===== src/kmc_pkg.sv =====
// Shared constants, codes and control types for the k-means clustering unit.
`timescale 1ns / 1ps
package kmc_pkg;

    // Store sizes
    localparam int MAX_POINTS   = 1024;
    localparam int MAX_DIMS     = 8;
    localparam int MAX_CLUSTERS = 16;

    localparam int PW  = $clog2(MAX_POINTS);
    localparam int DW  = $clog2(MAX_DIMS);
    localparam int CW  = $clog2(MAX_CLUSTERS);
    localparam int NW  = PW + 1;
    localparam int KW  = CW + 1;
    localparam int DCW = DW + 1;

    // Field and register widths
    localparam int COORD_W  = 16;
    localparam int KCFG_W   = 5;
    localparam int RND_W    = 8;
    localparam int NCFG_W   = 11;
    localparam int DCFG_W   = 4;
    localparam int CFG_W    = 11;
    localparam int CFGIDX_W = 2;

    // Arithmetic widths
    localparam int ACC_W  = COORD_W + PW;
    localparam int CNT_W  = PW + 1;
    localparam int DIFF_W = COORD_W + 1;
    localparam int SQ_W   = 2 * COORD_W;
    localparam int DIST_W = SQ_W + DW;
    localparam int DIVC_W = $clog2(ACC_W + 1);

    // Command codes
    localparam logic [1:0] CMD_LOAD  = 2'd0;
    localparam logic [1:0] CMD_START = 2'd1;
    localparam logic [1:0] CMD_ASN   = 2'd2;
    localparam logic [1:0] CMD_CEN   = 2'd3;

    // Status codes
    localparam logic [1:0] ST_OK    = 2'd0;
    localparam logic [1:0] ST_NOASN = 2'd1;
    localparam logic [1:0] ST_RANGE = 2'd2;

    // Register indexes
    localparam logic [CFGIDX_W-1:0] REG_CLUSTERS = 2'd0;
    localparam logic [CFGIDX_W-1:0] REG_ROUNDS   = 2'd1;
    localparam logic [CFGIDX_W-1:0] REG_POINTS   = 2'd2;
    localparam logic [CFGIDX_W-1:0] REG_DIMS     = 2'd3;

    // Controller to datapath commands
    typedef struct packed {
        logic          idle;
        logic [PW-1:0] p;
        logic [CW-1:0] c;
        logic [DW-1:0] j;
        logic          init_rd;
        logic          asg_issue;
        logic          first_j;
        logic          last_j;
        logic          last_c;
        logic          clr_acc;
        logic          clr_cnt;
        logic          asn_rd;
        logic          cnt_inc;
        logic          upd_rd;
        logic          upd_wr;
        logic          div_rd;
        logic          div_start;
        logic          cen_wr;
        logic          set_valid;
    } t_dp_cmd;

    // Datapath to controller status
    typedef struct packed {
        logic             start;
        logic [NW-1:0]    n_eff;
        logic [KW-1:0]    k_eff;
        logic [DCW-1:0]   d_eff;
        logic [RND_W-1:0] rounds;
        logic             cnt_zero;
        logic             div_done;
    } t_dp_stat;

endpackage


===== src/kmc_ctrl.sv =====
// Sequencer for center setup, assignment, accumulation and center update.
`timescale 1ns / 1ps
module kmc_ctrl
    import kmc_pkg::*;
(
    input  logic     i_clk,
    input  logic     i_rst_n,
    input  t_dp_stat i_stat,
    output t_dp_cmd  o_cmd
);

    localparam logic [3:0] S_IDLE     = 4'd0;
    localparam logic [3:0] S_INIT     = 4'd1;
    localparam logic [3:0] S_INIT_END = 4'd2;
    localparam logic [3:0] S_ASG      = 4'd3;
    localparam logic [3:0] S_DRAIN    = 4'd4;
    localparam logic [3:0] S_CLR      = 4'd5;
    localparam logic [3:0] S_U_ASN    = 4'd6;
    localparam logic [3:0] S_U_CNT    = 4'd7;
    localparam logic [3:0] S_U_RD     = 4'd8;
    localparam logic [3:0] S_U_WR     = 4'd9;
    localparam logic [3:0] S_D_CHK    = 4'd10;
    localparam logic [3:0] S_D_RD     = 4'd11;
    localparam logic [3:0] S_D_GO     = 4'd12;
    localparam logic [3:0] S_D_WAIT   = 4'd13;
    localparam logic [3:0] S_R_END    = 4'd14;

    logic [3:0]       r_state, n_state;
    logic [PW-1:0]    r_p, n_p;
    logic [CW-1:0]    r_c, n_c;
    logic [DW-1:0]    r_j, n_j;
    logic [RND_W-1:0] r_rnd, n_rnd;
    logic [1:0]       r_drain, n_drain;
    logic             last_j, last_c, last_p, full_j, full_c;

    always_comb begin
        last_j = ({1'b0, r_j} == i_stat.d_eff - DCW'(1));
        last_c = ({1'b0, r_c} == i_stat.k_eff - KW'(1));
        last_p = ({1'b0, r_p} == i_stat.n_eff - NW'(1));
        full_j = &r_j;
        full_c = &r_c;
    end

    // Next state and commands
    always_comb begin
        n_state = r_state;
        n_p     = r_p;
        n_c     = r_c;
        n_j     = r_j;
        n_rnd   = r_rnd;
        n_drain = r_drain;
        o_cmd   = '0;
        o_cmd.p = r_p;
        o_cmd.c = r_c;
        o_cmd.j = r_j;
        o_cmd.first_j = (r_j == '0);
        o_cmd.last_j  = last_j;
        o_cmd.last_c  = last_c;
        unique case (r_state)
            S_IDLE: begin
                o_cmd.idle = 1'b1;
                if (i_stat.start) begin
                    n_c     = '0;
                    n_j     = '0;
                    n_rnd   = '0;
                    n_state = S_INIT;
                end
            end
            S_INIT: begin
                o_cmd.init_rd = 1'b1;
                n_j = r_j + DW'(1);
                if (full_j) begin
                    n_c = r_c + CW'(1);
                    if (full_c) begin
                        n_state = S_INIT_END;
                    end
                end
            end
            S_INIT_END: begin
                n_p = '0;
                n_c = '0;
                n_j = '0;
                n_state = (i_stat.rounds == '0) ? S_IDLE : S_ASG;
            end
            S_ASG: begin
                o_cmd.asg_issue = 1'b1;
                if (!last_j) begin
                    n_j = r_j + DW'(1);
                end else begin
                    n_j = '0;
                    if (!last_c) begin
                        n_c = r_c + CW'(1);
                    end else begin
                        n_c = '0;
                        if (!last_p) begin
                            n_p = r_p + PW'(1);
                        end else begin
                            n_drain = '0;
                            n_state = S_DRAIN;
                        end
                    end
                end
            end
            S_DRAIN: begin
                // Let the distance pipe write its last assignment
                n_drain = r_drain + 2'd1;
                if (r_drain == 2'd2) begin
                    n_c = '0;
                    n_j = '0;
                    n_state = S_CLR;
                end
            end
            S_CLR: begin
                o_cmd.clr_acc = 1'b1;
                o_cmd.clr_cnt = 1'b1;
                n_j = r_j + DW'(1);
                if (full_j) begin
                    n_c = r_c + CW'(1);
                    if (full_c) begin
                        n_p = '0;
                        n_state = S_U_ASN;
                    end
                end
            end
            S_U_ASN: begin
                o_cmd.asn_rd = 1'b1;
                n_state = S_U_CNT;
            end
            S_U_CNT: begin
                o_cmd.cnt_inc = 1'b1;
                n_j = '0;
                n_state = S_U_RD;
            end
            S_U_RD: begin
                o_cmd.upd_rd = 1'b1;
                n_state = S_U_WR;
            end
            S_U_WR: begin
                o_cmd.upd_wr = 1'b1;
                if (!last_j) begin
                    n_j = r_j + DW'(1);
                    n_state = S_U_RD;
                end else if (!last_p) begin
                    n_p = r_p + PW'(1);
                    n_state = S_U_ASN;
                end else begin
                    n_c = '0;
                    n_state = S_D_CHK;
                end
            end
            S_D_CHK: begin
                // Skip empty clusters, they keep their center
                n_j = '0;
                if (!i_stat.cnt_zero) begin
                    n_state = S_D_RD;
                end else if (last_c) begin
                    n_state = S_R_END;
                end else begin
                    n_c = r_c + CW'(1);
                end
            end
            S_D_RD: begin
                o_cmd.div_rd = 1'b1;
                n_state = S_D_GO;
            end
            S_D_GO: begin
                o_cmd.div_start = 1'b1;
                n_state = S_D_WAIT;
            end
            S_D_WAIT: begin
                if (i_stat.div_done) begin
                    o_cmd.cen_wr = 1'b1;
                    if (!last_j) begin
                        n_j = r_j + DW'(1);
                        n_state = S_D_RD;
                    end else if (!last_c) begin
                        n_c = r_c + CW'(1);
                        n_state = S_D_CHK;
                    end else begin
                        n_state = S_R_END;
                    end
                end
            end
            S_R_END: begin
                o_cmd.set_valid = 1'b1;
                n_p = '0;
                n_c = '0;
                n_j = '0;
                if (r_rnd + RND_W'(1) == i_stat.rounds) begin
                    n_state = S_IDLE;
                end else begin
                    n_rnd   = r_rnd + RND_W'(1);
                    n_state = S_ASG;
                end
            end
            default: begin
                n_state = S_IDLE;
            end
        endcase
    end

    always_ff @(posedge i_clk) begin
        if (!i_rst_n) begin
            r_state <= S_IDLE;
        end else begin
            r_state <= n_state;
        end
    end

    always_ff @(posedge i_clk) begin
        r_p     <= n_p;
        r_c     <= n_c;
        r_j     <= n_j;
        r_rnd   <= n_rnd;
        r_drain <= n_drain;
    end

endmodule


===== config.mk =====
export PLATFORM = sky130hd
export DESIGN_NAME = kmc_ctrl
export DESIGN_NICKNAME = d
export VERILOG_FILES = /design/src/kmc_pkg.sv /design/src/kmc_ctrl.sv
export SDC_FILE = /design/constraint.sdc
export NUM_CORES = 1
export LEC_CHECK = 0
export BUFFER_PORTS_ARGS = -buffer_cell sky130_fd_sc_hd__buf_2
export CAP_MARGIN = 20
export CELL_PAD_IN_SITES_DETAIL_PLACEMENT = 1
export CELL_PAD_IN_SITES_GLOBAL_PLACEMENT = 2
export CORE_ASPECT_RATIO = 1.4
export CORE_MARGIN = 10
export CORE_UTILIZATION = 32
export DETAILED_ROUTE_END_ITERATION = 10
export PLACE_DENSITY_LB_ADDON = 0.1
export SETUP_SLACK_MARGIN = 0.05
export SLEW_MARGIN = 15
export SYNTH_ARGS = -nofsm -noshare
export SYNTH_HDL_FRONTEND = slang
export SYNTH_SLANG_ARGS = --single-unit
export TNS_END_PERCENT = 100

===== constraint.sdc =====
create_clock -name i_clk -period 4.3 [get_ports i_clk]
set_input_delay 0.86 -clock i_clk [delete_from_list [all_inputs] [get_ports i_clk]]
set_output_delay 0.86 -clock i_clk [all_outputs]
set_load 0.05 [all_outputs]

---- Yosys cells after proc, flatten, opt, wreduce, memory -nomap -nowiden ----
Index checks and enable logic that the tools add are counted.
word-level totals
  logic and storage cells ................. 133
  input port bits ......................... 33
  output and inout bits ................... 33
  register bits ........................... 31
operators by class
  reductions and logical operators ........ 19
  mux-type cells .......................... 64
  eq/ne operators ......................... 36
  add/sub/neg operators ................... 8
operator list
  kind                                                 count
  2-to-1 mux 4 bit                                     26
  2-to-1 mux 10 bit                                    6
  one-hot mux 4 bit (15 select lines)                  1
  one-hot mux 10 bit (4 select lines)                  1
  one-hot mux 4 bit (8 select lines)                   1
  inequality test 2 bit, second input constant         15
  equality test 4 bit, second input constant           7
  one-hot mux 3 bit (7 select lines)                   1
  2-to-1 mux 3 bit                                     6
  equality test 4 x 3 -> 1 bit, second input constant  4
  2-to-1 mux 8 bit                                     2
  one-hot mux 8 bit (2 select lines)                   1
  2-to-1 mux 1 bit                                     12
  2-to-1 mux 2 bit                                     6
  AND reduction 4 bit                                  3
  equality test 10 x 11 -> 1 bit                       1
  AND reduction 11 bit                                 1
  subtractor 11 x 1 -> 11 bit, second input constant   1
  adder 10 x 1 -> 10 bit, second input constant        1
  AND reduction 10 bit                                 1
  adder 8 x 1 -> 8 bit, second input constant          1
  equality test 4 x 2 -> 1 bit, second input constant  2
  equality test 8 bit                                  1
  logical NOT 8 bit                                    1
  other kinds (22)                                     25

---- Longest topological paths before layout ----
Gate-level depths: netlist (run 1).
  depth in word-level cells ............... 6
  mapped depth ............................ 9
  gate-level depth less buffers ........... 9

---- Worst setup path after synthesis (run 1) ----
No wires, ideal clock.
  path kind ............................... input to register
  start ................................... input port i_stat[10] (netlist bit)
  end ..................................... register r_p[0] (enable)
  required time ........................... 3.905 ns
  setup slack ............................. 0.741 ns
  setup time .............................. 0.395 ns
  path buffers ............................ 0
  cell stages on the path ................. 7
  data arrival time ....................... 3.164 ns
  cells stage by stage .................... inv_1 -> ha_1 -> xor2_1 -> a31oi_1 -> a2111oi_2 -> nand2_1 -> a221oi_1
on the way
  word-level cells in the longest chain between the ends .. 4
  elaborated cells on any way between the ends .. 5
  those cells by class .................... 1 x add/sub; 3 x eq/ne; 1 x reduce/logical
RTL lines
  item                               line             RTL
  start, declared                    kmc_ctrl.sv:8    input t_dp_stat i_stat,
  subtractor 4 x 1 -> 4 bit (*)      kmc_ctrl.sv:37   last_j = ({1'b0, r_j} == i_stat.d_eff - DCW'(1));
  equality test 3 x 4 -> 1 bit (*)   kmc_ctrl.sv:37
  named net last_j                   kmc_ctrl.sv:34   logic last_j, last_c, last_p, full_j, full_c;
  inequality test 2 bit (no line)    --
  AND reduction 6 bit (no line) (*)  --
  end signal, assigned               kmc_ctrl.sv:211  r_p <= n_p;
  end, declared                      kmc_ctrl.sv:29   logic [PW-1:0] r_p, n_p;
The timed path passes the listed nets; every way through them passes the cells marked *.
A chain may end at the register's enable or synchronous reset.

---- Final worst setup path (run 1) ----
  start ................................... input port i_stat[19] (netlist bit)
  end ..................................... register r_c[0] (enable)
on the way
  word-level cells in the longest chain between the ends .. 4
RTL lines
  item                             line             RTL
  subtractor 11 x 1 -> 11 bit      kmc_ctrl.sv:39   last_p = ({1'b0, r_p} == i_stat.n_eff - NW'(1));
  equality test 10 x 11 -> 1 bit   kmc_ctrl.sv:39
  inequality test 2 bit (no line)  --
  AND reduction 10 bit (no line)   --
  end signal, assigned             kmc_ctrl.sv:212  r_c <= n_c;
  end, declared                    kmc_ctrl.sv:30   logic [CW-1:0] r_c, n_c;
No other way between the ends.

==> summary.txt, run 1 <==
Worst setup path
  – Crit. End Element: register
  – Kind of critical path: in -> reg
  – Critical path data arrival time: 3.45 ns
  – R2r startpoint: r_p[7]
  – Startpoint Class: primary input
  – R2r setup slk: between 1.5 and 2 ns
  – Worst Path Max Fanout: 8
  – Critical R2R Capture: r_c[0]
  – Worst Reg-to-Reg Cells: 7
  – Worst endpoint required time: approximately 4.2 ns

Final layout
  – Area delta synth->final: 21.1%
  – Finished Core Util: 39.7%
  – Share of layout cells above drive strength 1: between 20% and 30%
  – Ant diodes: 0
  – Final nets: approximately 430

Logic synthesis
  – Syn Area/Cell: 8.74 um^2
  – Sequential area share after synthesis: a little under a third
  – Most common cell in the netlist: nor2_1
  – Syn Inst Count: about 320
  – Ys async rst share: 0%
  – Dominant cells by area after synthesis: edfxtp_1 (29%), xnor2_1 (6.9%), nor2_1 (6.4%), xor2_1 (6.2%), ha_1 (4.5%)
  – EDFF count, synth: 27
  – Synth top cells by count: nor2_1 (48), edfxtp_1 (27), xnor2_1 (22)
  – Synth unique cells: between 60 and 70
  – Top cell type by total area after synthesis: edfxtp_1
  – Synth Cell Area: 2800 um^2
  – Flops & latches, synth: 31
  – Synthesis Warnings: 0
  – Top_reg_cell synth: edfxtp_1
  – Post-Syn Nets: approximately 360
  – Post-synth top area share: between 20% and 30%

Routing
  – Vias: roughly 2,600
  – WL/cell: between 15 and 20 um
  – Routed Antenna Nets: 0
  – Routed Wire Length: 8700 um
  – Vias per cell: roughly 5.4
  – Initial drt markers: 48
  – DRC: 0
  – Router iterations before antenna repair: 4

STA
  – Clock period minus worst slack: 3.52 ns
  – Worst-Margin Slew: 0.615 ns
  – Final Max Tran Viols: 0
  – RSZ-0062 raised after global routing: false
  – Final Hold Fails: 0
  – # setup viols final: 0
  – Rel. slew slack: 58.9%
  – Post-route setup TNS: 0 ns
  – Final Skew: roughly 0.004 ns
  – Max Clock Freq: 0.284 GHz
  – Final clock period utilization by the worst path: between 80% and 90%

Floorplan
  – Top Ports: 66
  – Cell Rows: 40
  – Core Area: approximately 8600 um^2
  – Die ar.: roughly 13,000 um^2
  – Die outline height: 131 um
  – Initial Utilization: 32.8%
  – Chip Width: 99.1 um

Flow run
  – Max Cap Viol: 0

Clock tree
  – Total CTS buffers: 5
  – Clock sinks: 31
  – Post-CTS Setup Bufs: 0
  – # resized after CTS: 0
  – Hold_buf cts: 0
  – Worst-Skew Late Latency: between 0.2 and 0.3 ns
  – CTS tree: done
  – Max Buffers Root-to-Sink: 2
  – Root Driver: clkbuf_16
  – Clock slew at reported path FFs: approximately 0.050 ns
  – H-tree lvl count: 2

Power and ir drop
  – Final Power: 1950 uW
  – Max VDD drop: 353 uV
  – Lkg Pwr: 0.00134 uW
  – PwrDens: 574 nW/um^2

Min path
  – Min-Delay Path Class: reg -> reg
  – Hold Path End: r_drain[0]
  – Number of cells on the worst hold path: 1
  – Hold path start: r_drain[0]

Global route
  – First-pass GRT wire length: between 10,000 and 15,000 um
  – Initial antenna violation count: 0
  – GRT Total Usage: 13.4%
  – Grt ovf: 0
  – Largest net degree at the start of global routing: 26
  – Vias in the first global route: 2,891

Placed design
  – HPWL Detailed: between 7000 and 8000 um
  – PortBufs: 65
  – GPL Wtd Cong: 0.744

Status
  – Outcome: finished clean
==> final cells by class <==
cell class                      count  area [um^2]
Clock buffer                        5          125
Tap cell                          105          131
Inverter                           20         75.1
Timing Repair Buffer               72          378
Sequential cell                    31          891
Fill cell                        1028         5160
Clock inverter                      3         38.8
Multi-Input combinational cell    256         1760
==> worst max-delay path, stage by stage <==
cell	delay, ns
buf_2	0.12
inv_1	0.05
ha_1	0.24
or3b_4	0.45
or4_2	0.63
a22oi_2	0.21
nand4_4	0.21
nor2_4	0.21
o31ai_1	0.11
a21oi_1	0.35
==> flip-flops by register name, summed over array words and instances (netlist names) <==
name     flops
r_p         10
r_state      4
r_drain      2
r_rnd        8
r_j          3
r_c          4
==> metal layers <==
| metal | vias up | routed length, um | part of all wire (%) | track usage [%] |
|---|---|---|---|---|
| li1 | 1294 | - | - | - |
| met1 | 1282 | 3570 | 41 | 14.6 |
| met2 | 49 | 4680 | 54 | 25.6 |
| met3 | 11 | 316 | 3.6 | 2.73 |
| met4 | 0 | 127 | 1.5 | 3.30 |
| met5 | - | 0 | 0 | 0 |
==> cells by family (layout without fill, tap and decap cells) <==
logic type / Yosys count / count (layout) / share of synthesized area [%]
simple gates: 132 / 132 / 24.4
compound gates: 68 / 68 / 18.3
xor+xnor: 44 / 44 / 14.7
buf+inv: 34 / 100 / 5.62
flops: 31 / 31 / 31.8
fa+ha+maj: 10 / 10 / 4.46
mux: 2 / 2 / 0.759
==> placed cells by master, fill, tap and decap left out, types with 5 or more instances in the layout <==
master,n
buf_4,7
nand3_1,9
nand2_1,21
buf_2,65
edfxtp_1,27
o21ai_0,12
xor2_1,20
ha_1,10
nor2_1,48
nor3_1,13
a21oi_1,10
inv_1,20
and2_1,5
nor4_1,5
o211ai_1,5
xnor2_1,22
clkbuf_16,5
==> stage by stage <==
| step | area (um^2) | cells | hold slack, ns | worst slack [ns] |
|---|---|---|---|---|
| 6_report | 3390 | 492 | 0.588 | 0.785 |
| 5_1_grt | 3390 | 492 | 0.614 | 0.629 |
| 4_1_cts | 3390 | 492 | 0.580 | 0.765 |
| 3_5_place_dp | 3230 | 484 | 0.573 | 0.479 |
| 3_3_place_gp | 3230 | 484 | 0.556 | 0.556 |
| 2_1_floorplan | 2800 | 321 | 0.537 | 0.741 |
==> how the worst max path moves through the flow <==
stage,start,end,slack [ns],cells after the start
CTS,i_stat[19],r_c[0],0.76,10
global placement,i_stat[19],r_c[0],0.56,10
global route,i_stat[19],r_c[3],0.63,10
detailed placement,i_stat[19],r_c[0],0.48,10
floorplan,i_stat[10],r_p[0],0.74,7
finish,i_stat[19],r_c[0],0.78,10
==> report_power, final <==
group          total [uW]  internal (uW)  switching [uW]
Sequential            571            455             117
Combinational         982            319             663
Clock                 396            270             126
Total                1950           1040             906
No activity file was read; power rests on OpenSTA's default activity.
==> run 2: changes to the inputs <==
Clock period 4.3 ns to 3.32 ns, I/O delays scaled along.
==> run 2 against run 1 <==
Non-clock buffer count increased by 8. Largest cell class unchanged. Count of clock-buffer cells in the layout increased by 1. Clock skew increased by 0.0035 ns. Largest power group unchanged. Combinational power increased by 32%. Critical path depth decreased by 1. Critical path type unchanged.
==> summary.txt, run 2 (synthesis gave the netlist of run 1 again) <==
Status
  – Outcome: finished clean

Final layout
  – Share of layout cells above drive strength 1: 28.1% (+2.0 points)
  – Area delta synth->final: 23.8%
  – Top reg by flops: r_p
  – Most common cell after layout, fill and taps aside: buf_2
  – Most frequent cells in the layout: buf_2 (65), nor2_1 (48), edfxtp_1 (27), xnor2_1 (22), nand2_1 (21)
  – Final nets: 437 (+1.9%)
  – Ant diodes: 0 (unchanged)
  – Biggest regs: r_p (10), r_rnd (8)
  – Final instance area: 3470 um^2 (+2.2%)
  – Fin cells: 500 (+1.6%)
  – Largest register FFs: 10 (unchanged)

Routing
  – Router iterations before antenna repair: 4 (unchanged)
  – Routed Antenna Nets: 0 (unchanged)
  – Initial drt markers: 78 (+63%)
  – Routed Wire Length: 8920 um (+2.6%)
  – Vias: 2,649 (+0.49%)
  – Routed wl met3: 396 um (+25%)
  – Metal1 wirelength: 3490 um (-2.3%)
  – WL/cell: 17.8 um (+0.97%)
  – DRC: 0 (unchanged)
  – Routed length on met2: 4800 um (+2.6%)
  – Vias per cell: 5.30 (-1.1%)
  – Highest metal used: met4

Clock tree
  – # resized after CTS: 0 (unchanged)
  – Hold_buf cts: 0 (unchanged)
  – Post-CTS Setup Bufs: 0 (unchanged)
  – H-tree lvl count: 2 (unchanged)
  – CTS tree: done
  – Clock sinks: 31 (unchanged)
  – Total CTS buffers: 5 (unchanged)
  – Worst-Skew Late Latency: 0.28 ns (about the same)
  – Root Driver: clkbuf_16
  – Clock slew at reported path FFs: 0.05 ns (about the same)
  – Max Buffers Root-to-Sink: 2 (unchanged)

Floorplan
  – Die outline height: 131 um (unchanged)
  – Cell Rows: 40 (unchanged)
  – Top Ports: 66 (unchanged)
  – Initial Utilization: 32.8% (unchanged)
  – Chip Width: 99.1 um (unchanged)
  – Die ar.: 13,000 um^2 (unchanged)
  – Core Area: 8560 um^2 (unchanged)

Worst setup path
  – Crit. End Element: register
  – Startpoint Class: primary input
  – Worst Path Max Fanout: 8 (unchanged)
  – R2r startpoint: r_p[5]
  – Critical path cell sequence: buf_2 -> or4_4 -> buf_4 -> nor4_1 -> a2111oi_0 -> nand4_4 -> o211ai_2 -> or3_2 -> a21oi_1
  – Slowest cell on crit path: or4_4
  – Kind of critical path: in -> reg
  – Max incr delay on CP: 0.55 ns (-0.08 ns)
  – Critical path data arrival time: 3.19 ns (-0.26 ns)
  – Worst endpoint required time: 3.44 ns (-0.79 ns)
  – Worst Setup SP: i_stat[23]

Global route
  – Vias in the first global route: 2,855 (-1.2%)
  – Initial antenna violation count: 0 (unchanged)
  – Grt ovf: 0 (unchanged)
  – GRT Total Usage: 13.7% (+0.32 points)
  – First-pass GRT wire length: 14,500 um (+0.38%)
  – Largest net degree at the start of global routing: 26 (unchanged)

Flow run
  – Max Cap Viol: 0 (unchanged)

STA
  – Clock period minus worst slack: 3.06 ns
  – Max Clock Freq: 0.326 GHz
  – RSZ-0062 raised after global routing: false
  – Final Hold Fails: 0 (unchanged)
  – # setup viols final: 0 (unchanged)
  – Final clock period utilization by the worst path: 92.3%
  – Final Skew: 0.00751 ns (+0.00353 ns)
  – Post-route setup TNS: 0 ns (unchanged)
  – Worst-Margin Slew: 0.799 ns (+0.183 ns)
  – Final Max Tran Viols: 0 (unchanged)
  – Rel. slew slack: 45.4% (-14 points)

Placed design
  – HPWL Detailed: 7210 um (+1.8%)
  – PortBufs: 65 (unchanged)
  – Area post-placement: 3300 um^2 (+2.1%)
  – Placed insts: 492 (+1.7%)
  – GPL Wtd Cong: 0.834 (+12%)

Power and ir drop
  – Max VDD drop: 409 uV (+16%)
  – Internal: 1390 uW (+33%)
  – Lkg Pwr: 0.00139 uW (+3.6%)
  – Clock power share: 20.8% (+0.5 points)
  – Switching Fraction: 45.8% (-0.66 points)
  – PwrDens: 739 nW/um^2 (+29%)
  – NetSw: 1170 uW (+30%)
  – Combinational power share: 50.5% (about the same)
  – Power share of the sequential group: 28.6% (-0.7 points)

Min path
  – Min-Delay Path Class: reg -> reg
  – Hold path start: r_drain[0]
-- run 2: cell types whose count changed in the layout (fill, tap and decap cells not counted) --
cell | before | now
clkbuf_8 | 0 | 1
a221oi_2 | 0 | 1
clkinv_1 | 1 | 0
a221oi_1 | 3 | 2
buf_4 | 7 | 15
-- run 2: layout make-up --
| class | instances | area, um^2 |
|---|---|---|
| clock buffer | 6 | 139 |
| timing repair buffer | 80 | 438 |
| fill | 1051 | 5090 |
| inverter | 20 | 75.1 |
| tap | 105 | 131 |
| clock inverter | 2 | 35.0 |
| sequential | 31 | 891 |
| multi-input combinational | 256 | 1760 |
-- run 2: final timing paths --
path                end  slack (ns)  cells after the start
max reg2reg      r_c[3]        0.53                      8
min reg2reg  r_drain[0]        0.56                      1
max              r_p[8]        0.26                      9
min          r_drain[0]        0.56                      1
-- run 2: power by group through the flow --
stage | logic [uW] | registers [uW] | clock network (uW)
2_1_floorplan | 747 | 931 | 0
6_report | 1300 | 734 | 535
4_1_cts | 1320 | 737 | 548
3_3_place_gp | 1300 | 741 | 0
3_5_place_dp | 1310 | 744 | 0
5_1_grt | 1420 | 758 | 563
-- run 2: critical path: cells and delay by family --
family | cells | cell delay (ns)
simple gates | 4 | 1.66
compound gates | 3 | 0.54
buf+inv | 2 | 0.33
-- run 2: through the flow --
step,utilization (%),setup slack [ns],hold WS (ns),power [uW]
after global placement,38.5,0.0398,0.558,2040
after CTS,40.6,0.276,0.566,2600
after detailed placement,38.5,-0.0114,0.559,2050
final,40.6,0.257,0.559,2560
after floorplan,-,0.0903,0.537,1680
after global routing,40.6,0.0954,0.584,2740
-- run 2: per-layer routing --
layer	GRT usage, %	vias up
li1	-	1307
met4	5.41	0
met1	14.2	1275
met2	25.9	53
met5	0	-
met3	3.15	14
